$ cat src/hdl/khbt_pkg.sv
package khbt_pkg;

    localparam int NUM_SLOTS_DEF = 16;

    localparam int KEY_W   = 64;
    localparam int CALLS_W = 8;
    localparam int TIME_W  = 32;
    localparam int COUNT_W = 16;
    localparam int REM_W   = COUNT_W + 1;

    localparam int CFG_IDX_W  = 1;
    localparam int CFG_DATA_W = 16;

    localparam logic [CFG_IDX_W-1:0] REG_BUDGET_LIMIT = 1'd0;
    localparam logic [CFG_IDX_W-1:0] REG_WINDOW_SECS  = 1'd1;

    localparam logic [CFG_DATA_W-1:0] WINDOW_RESET = 16'd3600;
    localparam logic [COUNT_W-1:0]    COUNT_MAX    = 16'hFFFF;

    localparam logic CMD_RECORD = 1'b0;

    typedef struct packed {
        logic               command;
        logic [KEY_W-1:0]   client_key;
        logic [CALLS_W-1:0] call_count;
        logic [TIME_W-1:0]  now_secs;
    } in_item_t;

    typedef struct packed {
        logic signed [REM_W-1:0] remaining;
        logic                    over_budget;
        logic                    slot_hit;
    } out_item_t;

    // Controller to datapath.
    typedef struct packed {
        logic load;
        logic scan;
        logic finish;
    } dp_cmd_t;

    // Datapath to controller.
    typedef struct packed {
        logic disabled;
        logic done;
        logic out_free;
    } dp_status_t;

endpackage

$ cat src/hdl/khbt_ctrl.sv
module khbt_ctrl (
    input  logic                clk,
    input  logic                rst_n,
    input  logic                in_valid,
    output logic                in_stall,
    input  khbt_pkg::dp_status_t status,
    output khbt_pkg::dp_cmd_t    cmd
);

    typedef enum logic [2:0] {
        ST_IDLE   = 3'b001,
        ST_SCAN   = 3'b010,
        ST_UPDATE = 3'b100
    } state_t;

    state_t state_reg;
    state_t state_next;

    always_comb
    begin
        state_next = state_reg;
        case (state_reg)
            ST_IDLE:
            begin
                if (in_valid)
                begin
                    // A disabled table is never searched.
                    state_next = status.disabled ? ST_UPDATE : ST_SCAN;
                end
            end
            ST_SCAN:
            begin
                if (status.done)
                begin
                    state_next = ST_UPDATE;
                end
            end
            ST_UPDATE:
            begin
                if (status.out_free)
                begin
                    state_next = ST_IDLE;
                end
            end
            default:
            begin
                state_next = ST_IDLE;
            end
        endcase
    end

    always_ff @(posedge clk or negedge rst_n)
    begin
        if (!rst_n)
        begin
            state_reg <= ST_IDLE;
        end
        else
        begin
            state_reg <= state_next;
        end
    end

    assign in_stall   = (state_reg != ST_IDLE);
    assign cmd.load   = (state_reg == ST_IDLE) && in_valid;
    assign cmd.scan   = (state_reg == ST_SCAN);
    assign cmd.finish = (state_reg == ST_UPDATE) && status.out_free;

endmodule

$ cat src/hdl/khbt_datapath.sv
module khbt_datapath #(
    parameter int NUM_SLOTS = khbt_pkg::NUM_SLOTS_DEF
) (
    input  logic                                clk,
    input  logic                                rst_n,
    input  khbt_pkg::dp_cmd_t                   cmd,
    output khbt_pkg::dp_status_t                status,
    input  khbt_pkg::in_item_t                  in_data,
    input  logic                                cfg_we,
    input  logic [khbt_pkg::CFG_IDX_W-1:0]      cfg_index,
    input  logic [khbt_pkg::CFG_DATA_W-1:0]     cfg_data,
    output logic                                out_valid,
    input  logic                                out_stall,
    output khbt_pkg::out_item_t                 out_data
);

    localparam int IW = (NUM_SLOTS > 1) ? $clog2(NUM_SLOTS) : 1;
    localparam int CW = $clog2(NUM_SLOTS + 1);
    localparam int KW = khbt_pkg::KEY_W;
    localparam int TW = khbt_pkg::TIME_W;
    localparam int NW = khbt_pkg::COUNT_W;
    localparam int AW = khbt_pkg::CALLS_W;
    localparam int RW = khbt_pkg::REM_W;
    localparam int DW = khbt_pkg::CFG_DATA_W;

    // Configuration.
    logic [DW-1:0] limit_reg;
    logic [DW-1:0] window_reg;

    // Slot storage: valid bits in flops, the rest in memory.
    logic          valid_reg [NUM_SLOTS];
    logic [KW-1:0] key_mem   [NUM_SLOTS];
    logic [NW-1:0] cnt_mem   [NUM_SLOTS];
    logic [TW-1:0] start_mem [NUM_SLOTS];

    // Item and scan state.
    khbt_pkg::in_item_t item_reg;
    logic               dis_reg;
    logic [CW-1:0]      idx_reg;
    logic               eval_vld_reg;
    logic [IW-1:0]      eval_idx_reg;
    logic               done_reg;
    logic               hit_reg;
    logic [IW-1:0]      hit_idx_reg;
    logic [NW-1:0]      hit_cnt_reg;
    logic [IW-1:0]      old_idx_reg;
    logic [TW:0]        old_time_reg;

    // Registered read of the slot under test.
    logic          rd_vbit_reg;
    logic [KW-1:0] rd_key_reg;
    logic [NW-1:0] rd_cnt_reg;
    logic [TW-1:0] rd_start_reg;

    logic                out_valid_reg;
    khbt_pkg::out_item_t out_data_reg;

    logic                in_range;
    logic [IW-1:0]       rd_addr;
    logic                eval_en;
    logic [TW-1:0]       start_eff;
    logic [TW-1:0]       age;
    logic                live;
    logic                older;
    logic                last;
    logic                rec;
    logic [NW:0]         sum;
    logic [NW-1:0]       sat;
    logic [NW-1:0]       counted;
    logic [RW-1:0]       rem;
    logic                do_write;
    khbt_pkg::out_item_t result;

    assign in_range = (idx_reg < CW'(NUM_SLOTS));
    assign rd_addr  = in_range ? idx_reg[IW-1:0] : '0;

    // A slot that was never written reads with a start time of zero.
    assign start_eff = rd_vbit_reg ? rd_start_reg : '0;
    assign age       = item_reg.now_secs - rd_start_reg;
    assign live      = rd_vbit_reg && (rd_key_reg == item_reg.client_key)
                       && (item_reg.now_secs >= rd_start_reg)
                       && (age < {{(TW-DW){1'b0}}, window_reg});
    assign older     = ({1'b0, start_eff} < old_time_reg);
    assign last      = (eval_idx_reg == IW'(NUM_SLOTS - 1));
    assign eval_en   = cmd.scan && eval_vld_reg && !done_reg;

    assign rec     = (item_reg.command == khbt_pkg::CMD_RECORD);
    assign sum     = {1'b0, hit_cnt_reg} + {{(NW+1-AW){1'b0}}, item_reg.call_count};
    assign sat     = sum[NW] ? khbt_pkg::COUNT_MAX : sum[NW-1:0];
    assign do_write = cmd.finish && !dis_reg && rec;

    always_comb
    begin
        if (hit_reg)
        begin
            counted = rec ? sat : hit_cnt_reg;
        end
        else
        begin
            counted = rec ? {{(NW-AW){1'b0}}, item_reg.call_count} : '0;
        end
        rem = {1'b0, limit_reg} - {1'b0, counted};
        if (dis_reg)
        begin
            result = '0;
        end
        else
        begin
            result.remaining   = $signed(rem);
            result.over_budget = rem[RW-1] || (rem == '0);
            result.slot_hit    = hit_reg;
        end
    end

    // Control state.
    always_ff @(posedge clk or negedge rst_n)
    begin
        if (!rst_n)
        begin
            limit_reg     <= '0;
            window_reg    <= khbt_pkg::WINDOW_RESET;
            dis_reg       <= 1'b0;
            idx_reg       <= '0;
            eval_vld_reg  <= 1'b0;
            done_reg      <= 1'b0;
            hit_reg       <= 1'b0;
            out_valid_reg <= 1'b0;
            for (int i = 0; i < NUM_SLOTS; i++)
            begin
                valid_reg[i] <= 1'b0;
            end
        end
        else
        begin
            if (cfg_we)
            begin
                case (cfg_index)
                    khbt_pkg::REG_BUDGET_LIMIT: limit_reg  <= cfg_data;
                    khbt_pkg::REG_WINDOW_SECS:  window_reg <= cfg_data;
                    default: ;
                endcase
            end

            if (cmd.load)
            begin
                dis_reg      <= (limit_reg == '0);
                idx_reg      <= '0;
                eval_vld_reg <= 1'b0;
                done_reg     <= 1'b0;
                hit_reg      <= 1'b0;
            end
            else
            begin
                eval_vld_reg <= cmd.scan && in_range;
                if (cmd.scan && in_range)
                begin
                    idx_reg <= idx_reg + CW'(1);
                end
                if (eval_en)
                begin
                    if (live)
                    begin
                        hit_reg  <= 1'b1;
                        done_reg <= 1'b1;
                    end
                    else if (last)
                    begin
                        done_reg <= 1'b1;
                    end
                end
            end

            if (do_write && !hit_reg)
            begin
                valid_reg[old_idx_reg] <= 1'b1;
            end

            if (cmd.finish)
            begin
                out_valid_reg <= 1'b1;
            end
            else if (!out_stall)
            begin
                out_valid_reg <= 1'b0;
            end
        end
    end

    // Payload.
    always_ff @(posedge clk)
    begin
        rd_vbit_reg  <= valid_reg[rd_addr];
        rd_key_reg   <= key_mem[rd_addr];
        rd_cnt_reg   <= cnt_mem[rd_addr];
        rd_start_reg <= start_mem[rd_addr];
        eval_idx_reg <= rd_addr;

        if (cmd.load)
        begin
            item_reg     <= in_data;
            old_time_reg <= {1'b0, in_data.now_secs} + (TW+1)'(1);
            old_idx_reg  <= '0;
        end
        else if (eval_en)
        begin
            if (live)
            begin
                hit_idx_reg <= eval_idx_reg;
                hit_cnt_reg <= rd_cnt_reg;
            end
            else if (older)
            begin
                old_time_reg <= {1'b0, start_eff};
                old_idx_reg  <= eval_idx_reg;
            end
        end

        if (do_write)
        begin
            if (hit_reg)
            begin
                cnt_mem[hit_idx_reg] <= sat;
            end
            else
            begin
                key_mem[old_idx_reg]   <= item_reg.client_key;
                cnt_mem[old_idx_reg]   <= {{(NW-AW){1'b0}}, item_reg.call_count};
                start_mem[old_idx_reg] <= item_reg.now_secs;
            end
        end

        if (cmd.finish)
        begin
            out_data_reg <= result;
        end
    end

    assign status.disabled = (limit_reg == '0);
    assign status.done     = done_reg;
    assign status.out_free = !out_valid_reg || !out_stall;

    assign out_valid = out_valid_reg;
    assign out_data  = out_data_reg;

endmodule

$ cat src/hdl/keyed_hourly_budget_table_top.sv
// An accepted item is loaded and the slots are scanned up to the first live one or the last;
// the result is then registered once the output is free. A zero limit skips the scan.
// The block takes one item at a time; the single read
// port of the slot memory is walked one slot per cycle.
// Reset (asynchronous, active low) clears all slot valid bits at once, sets the limit to
// zero and the window to 3600 seconds; the block can take an item straight away.
module keyed_hourly_budget_table_top #(
    parameter int NUM_SLOTS = khbt_pkg::NUM_SLOTS_DEF
) (
    input  logic                            clk,
    input  logic                            rst_n,
    input  logic                            in_valid,
    output logic                            in_stall,
    input  khbt_pkg::in_item_t              in_data,
    output logic                            out_valid,
    input  logic                            out_stall,
    output khbt_pkg::out_item_t             out_data,
    input  logic                            cfg_we,
    input  logic [khbt_pkg::CFG_IDX_W-1:0]  cfg_index,
    input  logic [khbt_pkg::CFG_DATA_W-1:0] cfg_data
);

    khbt_pkg::dp_cmd_t    cmd;
    khbt_pkg::dp_status_t status;

    khbt_ctrl u_ctrl (
        .clk      (clk),
        .rst_n    (rst_n),
        .in_valid (in_valid),
        .in_stall (in_stall),
        .status   (status),
        .cmd      (cmd)
    );

    khbt_datapath #(
        .NUM_SLOTS (NUM_SLOTS)
    ) u_datapath (
        .clk       (clk),
        .rst_n     (rst_n),
        .cmd       (cmd),
        .status    (status),
        .in_data   (in_data),
        .cfg_we    (cfg_we),
        .cfg_index (cfg_index),
        .cfg_data  (cfg_data),
        .out_valid (out_valid),
        .out_stall (out_stall),
        .out_data  (out_data)
    );

endmodule

$ cat config.mk
export PLATFORM = sky130hd
export DESIGN_NAME = keyed_hourly_budget_table_top
export DESIGN_NICKNAME = d
export VERILOG_FILES = /design/src/hdl/khbt_pkg.sv /design/src/hdl/khbt_ctrl.sv /design/src/hdl/khbt_datapath.sv /design/src/hdl/keyed_hourly_budget_table_top.sv
export SDC_FILE = /design/constraint.sdc
export NUM_CORES = 2
export LEC_CHECK = 0
export BUFFER_PORTS_ARGS = -buffer_cell sky130_fd_sc_hd__clkbuf_2
export CAP_MARGIN = 40
export CELL_PAD_IN_SITES_DETAIL_PLACEMENT = 1
export CELL_PAD_IN_SITES_GLOBAL_PLACEMENT = 2
export CORE_ASPECT_RATIO = 0.8
export CORE_MARGIN = 4
export CORE_UTILIZATION = 42
export DETAILED_ROUTE_END_ITERATION = 6
export PLACE_DENSITY = 0.73
export SLEW_MARGIN = 15
export SYNTH_ARGS = -nofsm -noshare
export SYNTH_HDL_FRONTEND = slang
export SYNTH_SLANG_ARGS = --single-unit
$ cat constraint.sdc
create_clock -name clk -period 9.3 [get_ports clk]
set_clock_uncertainty 0.15 [all_clocks]
set_input_delay 0.93 -clock clk [delete_from_list [all_inputs] [get_ports clk]]
set_output_delay 0.93 -clock clk [all_outputs]
set_load 0.03 [all_outputs]
# ---- Word level (Yosys, flattened, before mapping)
# Memory sizes are Yosys's and may differ from the RTL's. A register that Yosys moved wholly into a read port is not among the register bits.
# Index checks and enable logic that the tools add are counted.
dict set report totals {
  mem_count 3
  ramBits 1792
  regBits 247
  inputBits 127
  word_cells 147
}
dict set report classes {
  reduce_logical 35
  order_cmp 7
  n_bitwise 7
  muxes 41
  add_sub_neg 5
  eq_ne 11
}
# memory words width rd rd_clocked_by_memory_dff wr line_no
set memory_table {}
lappend memory_table {u_datapath.key_mem 16 64 1 1 1 khbt_datapath.sv:32} ;# logic [KW-1:0] key_mem [NUM_SLOTS];
lappend memory_table {u_datapath.start_mem 16 32 1 1 1 khbt_datapath.sv:34} ;# logic [TW-1:0] start_mem [NUM_SLOTS];
lappend memory_table {u_datapath.cnt_mem 16 16 1 1 1 khbt_datapath.sv:33} ;# logic [NW-1:0] cnt_mem [NUM_SLOTS];
# operator count
set ops {}
lappend ops {{2-to-1 mux 33 bit} 4}
lappend ops {{== test 64 bit} 1}
lappend ops {{2-to-1 mux 16 bit} 4}
lappend ops {{adder 32 x 1 -> 33 bit (second input constant)} 1}
lappend ops {{< comparator 32 x 33 -> 1 bit} 1}
lappend ops {{greater-or-equal comparator 32 bit} 1}
lappend ops {{< comparator 32 x 16 -> 1 bit} 1}
lappend ops {{2-to-1 mux 32 bit} 1}
lappend ops {{subtractor 32 bit} 1}
lappend ops {{2-to-1 mux 1 bit} 20}
lappend ops {{adder 16 x 8 -> 17 bit} 1}
lappend ops {{zero test 17 bit} 1}
lappend ops {{subtractor 16 x 16 -> 17 bit} 1}
lappend ops {{zero test 16 bit} 1}
lappend ops {{OR 16 bit} 1}
lappend ops {{OR reduction 16 bit} 1}
lappend ops {{logical AND 1 bit} 12}
lappend ops {{2-to-1 mux 3 bit} 4}
lappend ops {{AND reduction 3 bit} 4}
lappend ops {{greater-or-equal comparator 5 bit (second input constant)} 2}
lappend ops {{2-to-1 mux 5 bit} 2}
lappend ops {{inverter 4 -> 5 bit} 2}
lappend ops {{case mux 3 bit (3 select lines)} 1}
lappend ops {{2-to-1 mux 4 bit} 2}
lappend ops {{other kinds (19)} 36}

# ---- Longest topological paths before layout
dict set report logic_depth {
  word_depth 9
  depth_mapped 26
  mapped_depth_nobuf 25
}

# ---- Cells and area by module
# From an unflattened synthesis, not the netlist that was laid out.
dict set report hier_totals {
  hier_cells 5585
  hier_area_um2 86780.7
}
# mod seq_area_each_um2 area_each_um2 instances cells_per_inst
set modules_own_cells {}
lappend modules_own_cells {khbt_datapath 63005.4 86575.5 1 5564}
lappend modules_own_cells {khbt_ctrl 76.3 205.2 1 21}

# ---- Worst setup path before layout
# OpenSTA, ideal clock, no wires.
dict set report synth_timing {
  kind {input -> register}
  start {input out_stall}
  end {register u_datapath.valid_reg[15] (netlist bit)}
  path_stages 6
  t_required_ns 9.044
  setup_slack_ns -1.201
  n_path_buf 0
  setup_ns 0.106
  arrival_ns 10.245
  cell_sequence {a21oi_1 > nor3b_1 > nand2_1 > or3_1 > nor3_1 > or2_2}
}
dict set report synth_between {
  elab_chain_cells 6
}
# element line_no
set synth_lines {}
lappend synth_lines {{start: declaration} keyed_hourly_budget_table_top.sv:16} ;# input logic out_stall,
lappend synth_lines {{zero test 1 bit} --}
lappend synth_lines {{logical OR 1 bit} khbt_datapath.sv:240} ;# assign status.out_free = !out_valid_reg || !out_stall;
lappend synth_lines {{logical AND 1 bit} khbt_ctrl.sv:67} ;# assign cmd.finish = (state_reg == ST_UPDATE) && status.out_free;
lappend synth_lines {{logical AND 1 bit (2 in a row)} khbt_datapath.sv:90} ;# assign do_write = cmd.finish && !dis_reg && rec;
lappend synth_lines {{logical AND 1 bit} khbt_datapath.sv:173} ;# if (do_write && !hit_reg)
lappend synth_lines {{end signal: indexed assignment} khbt_datapath.sv:130} ;# valid_reg[i] <= 1'b0;
lappend synth_lines {{end signal: indexed assignment} khbt_datapath.sv:175} ;# valid_reg[old_idx_reg] <= 1'b1;
lappend synth_lines {{end: declaration} khbt_datapath.sv:31} ;# logic valid_reg [NUM_SLOTS];
# Every way passes these cells.
# A chain may end at the register's enable or synchronous reset.

# ---- Worst setup path in the final report
dict set report layout_timing {
  start {register u_datapath.hit_cnt_reg[0]}
  end {register u_datapath.out_data_reg, in the netlist u_datapath.out_data[1] (data pin)}
}
dict set report layout_between {
  elab_chain_cells 7
}
# element line_no
set layout_lines {}
lappend layout_lines {{start: declaration} khbt_datapath.sv:45} ;# logic [NW-1:0] hit_cnt_reg;
lappend layout_lines {{start signal: assignment} khbt_datapath.sv:209} ;# hit_cnt_reg <= rd_cnt_reg;
lappend layout_lines {{adder 16 x 8 -> 17 bit} khbt_datapath.sv:88} ;# assign sum = {1'b0, hit_cnt_reg} + {{(NW+1-AW){1'b0}}, item_reg.call_count};
lappend layout_lines {{2-to-1 mux 16 bit} khbt_datapath.sv:89} ;# assign sat = sum[NW] ? khbt_pkg::COUNT_MAX : sum[NW-1:0];
lappend layout_lines {{2-to-1 mux 16 bit (*)} khbt_datapath.sv:96} ;# counted = rec ? sat : hit_cnt_reg;
lappend layout_lines {{2-to-1 mux 16 bit (*)} khbt_datapath.sv:94} ;# if (hit_reg)
lappend layout_lines {{subtractor 16 x 16 -> 17 bit (*)} khbt_datapath.sv:102} ;# rem = {1'b0, limit_reg} - {1'b0, counted};
lappend layout_lines {{zero test 17 bit} khbt_datapath.sv:110} ;# result.over_budget = rem[RW-1] || (rem == '0);
lappend layout_lines {{logical OR 1 bit (*)} khbt_datapath.sv:110}
lappend layout_lines {{end signal: assignment} khbt_datapath.sv:234} ;# out_data_reg <= result;
lappend layout_lines {{end: declaration} khbt_datapath.sv:56} ;# khbt_pkg::out_item_t out_data_reg;
# Mark *: on every way between the ends. The rest lies on a longest branch, timed or not.

==> flow_summary.toml <==
[status]
run_status = "finished, final reports clean"

[sta]
slew_violations = 0
max_freq_mhz = 150
rsz0062_at_grt = "false"
hold_viol = 0
setup_viol = 0
relSlewSlack_pct = 30.1
worstMarginPinSlew_ps = 1050
layout_min_cycle_time_ps = 6670
finalCritPeriodShare_pct = 71.8
tns_ps = 0
hold-worst-slack_ps = 90.2

[floorplan]
rows = 149
die_w_um = 517
start_util_pct = 42.2
dieArea_sq_mm = 0.214
core_sq_mm = 0.206
io_pins = 148
die_height_um = 415

[critical_path]
setup.worst_path.start = "u_datapath.hit_cnt_reg[0]"
critPathArrivalTime_ps = 7130
crit_type = "reg -> reg"
cp-end-kind = "register"
worstReg2RegStart = "u_datapath.hit_cnt_reg[0]"
reg2regPathDepth = 24
startpoint_type = "register"
required_ps = 9750
crit_fanout = 11

[finish]
nets = 6001
largest_register_ffs = 1024
fillCellCount = 19700
reg_top3 = "u_datapath.key_mem: 1024 flops, u_datapath.start_mem: 512 flops, u_datapath.cnt_mem: 256 flops"
largest_register = "u_datapath.key_mem"
area_growth_pct = 13.7
drive_above_1_share_pct = 19.2

[global_routing]
grt_max_degree = 128
grt_pass1_wl_um = 370000
grt_pass1_vias = 53600
grt.total_usage_pct = 23.4
antenna_found_initial = 13
overflow = 0

[placement]
dp_hpwl_um = 134000
port-buffer-count = 147
gp_congestion = 0.828

[clocking]
clock_latency_ps = 860
numCtsBuffers = 209
post_cts_resized = 0
cts_tree = "yes"
cts_max_level = 4
root_buffer = "clkbuf_16"
cts.sinks = 2151
cts_max_path_buffers = 3
post_cts_buffers = 0
clk_pin_slew_ps = 60

[pwr]
vdd_drop_max_v = 0.000204
swShare_pct = 30.7
p_leak_uw = 0.0325
internal_power_uw = 18800
p_comb_share_pct = 22.7
pwr-share-seq_pct = 44.8
p_per_area_mw_per_mm2 = 275
switchingPower_uw = 8340
clkPwrFrac_pct = 32.5

[logic_synthesis]
synth_edf_count = 1969
synth.largest_area_cell = "edfxtp_1"
ys_seq_elements = 2151
synth.avg_cell_area_sq_um = 15.5
synth_nets = 5842
synthesis.area_sq_mm = 0.0870
synth_async_sr_flop_share_pct = 2.84
synth_top_area_share_pct = 68.0
synth_cells = 5607
ys_seq_area_share_pct = 72.5
yosysWarnings = 0
synth_cell_types = 78
synthTopCellsByArea = "edfxtp_1 68%, mux2_2 6.3%, a21oi_1 3.3%"
synth_ff_type = "edfxtp_1"

[worst_hold_path]
worst_hold_path_type = "in -> reg"
hp-start = "in_data[74]"
min_path_cells = 1

[route]
drt-met1-wl_um = 116000
wirelength_um = 256000
vias_per_cell = 5.90
dr_wl_met3_um = 15400
routed-wl-met2_um = 118000
postRouteAntennaNets = 0
drtIter0Drc = 5106
routedWlPerCell_um = 29.5
drc = 0
vias = 51200
topRoutingLayerUsed = "met5"
firstDrtPassIters = 6

[flow_run]
drv_cap = 0
==> critical path: stages (launching register included) <==
cell and delay (ps):
edfxtp_1 400, ha_1 260, fa_1 420, a21o_1 200, a21oi_1 230, o21bai_1 90
a21oi_1 260, o21bai_1 100, a21oi_1 690, nor3_1 140, buf_4 210, nor2_1 160
a211oi_1 100, a21oi_1 290, ha_1 290, nor2b_1 150, o31ai_1 370, a21oi_1 170
a211o_1 310, o41ai_1 470, o21ai_0 270, a21o_1 230, a21oi_1 170, xor2_1 100
a41o_1 190
==> area by class of cell <==
class | instances | area (sq um) | area share [%]
Sequential cell | 2151 | 63100 | 63.8
Inverter | 114 | 435 | 0.441
Clock inverter | 100 | 1330 | 1.34
Tap cell | 2718 | 3400 | 3.44
Clock buffer | 296 | 5830 | 5.90
Timing Repair Buffer | 279 | 2330 | 2.36
Multi-Input combinational cell | 3011 | 22400 | 22.7
Antenna cell | 4 | 10.0 | 0.0101
==> path summary, 6_finish.rpt <==
check,end,slack [ps]
setup reg to reg,u_datapath.out_data[1],2630
min in group asynchronous,u_datapath.window_reg[12],360
hold reg to reg,u_datapath.hit_cnt_reg[7],260
max in group asynchronous,u_datapath.hit_reg,8080
setup / recovery,u_datapath.out_data[1],2630
hold / removal,u_datapath.item_reg[74],90
==> power by group through the flow <==
stage          Clock, uW  Combinational [uW]  Sequential [uW]
6_report            8830                6170            12200
5_1_grt             9430                6670            12200
4_1_cts             9000                6160            12200
3_5_place_dp           0                6120            12400
3_3_place_gp           0                5980            12300
2_1_floorplan          0                4100            12000
==> per-layer routing <==
metal / track usage, % / up-vias
li1: - / 22200
met3: 3.97 / 377
met2: 36.9 / 1611
met4: 5.79 / 2
met5: 0 / -
met1: 33.9 / 27000
==> synth_stat cells, types with 6 or more instances <==
cell type,n
edfxtp_1,1969
a21oi_1,574
mux2_2,486
o21ai_0,375
clkbuf_1,258
mux2i_1,234
nand2_1,193
nor2_1,167
dfxtp_1,121
a221oi_1,116
a22oi_1,115
a32o_1,113
inv_1,113
ha_1,105
buf_1,71
xor2_1,67
xnor2_1,64
dfrtp_1,56
and2_1,39
nand4_1,31
nand3_1,30
nor3_1,29
a21o_1,25
nor4_1,22
or2_2,20
and3_1,16
nor2b_1,16
o21bai_1,16
a211oi_1,14
o21a_1,13
nand2b_1,11
a31oi_1,10
or3_1,8
nand4b_1,7
o22ai_1,7
and4_1,6
nor3b_1,6
o211ai_1,6
o31ai_1,6
==> cells by family after synthesis <==
| family | after synthesis | synth area share (%) |
|---|---|---|
| muxes | 721 | 9.00 |
| AOI/OAI and AO/OA | 1435 | 10.2 |
| and+or+nand+nor | 616 | 3.42 |
| xor gates and xnor gates | 131 | 1.32 |
| DFF | 2151 | 72.5 |
| adders and majority gates | 108 | 1.58 |
| buffers and inverters | 445 | 1.93 |
==> through the flow <==
step	util, %	power, uW	instance area [sq um]	instances	setup slack (ps)
2_1_floorplan	-	16100	87000	5607	1470
3_3_place_gp	44.2	18300	91100	8239	2820
3_5_place_dp	44.4	18500	91600	8266	2750
4_1_cts	47.9	27300	98700	8662	2670
5_1_grt	48.0	28300	98800	8670	2080
6_report	48.0	27200	98800	8673	2630
==> layout by cell type, fill, tap and decap left out, drive strengths merged, types with 64 or more instances in the layout <==
master,Yosys,final
a21oi,575,575
a221oi,116,116
a22oi,115,115
a32o,113,113
buf,73,129
clkbuf,258,444
clkinv,0,65
dfxtp,121,121
edfxtp,1969,1969
ha,105,105
inv,114,120
mux2,487,487
mux2i,234,234
nand2,193,193
nor2,167,167
o21ai,375,375
xnor2,64,64
xor2,67,67
==> what timing repair did <==
item	CTS	global route
hold buffers	0	1
endpoints found under the setup margin	0	0
hold endpoints to repair	0	4
No activity file was read; power rests on OpenSTA's default activity.
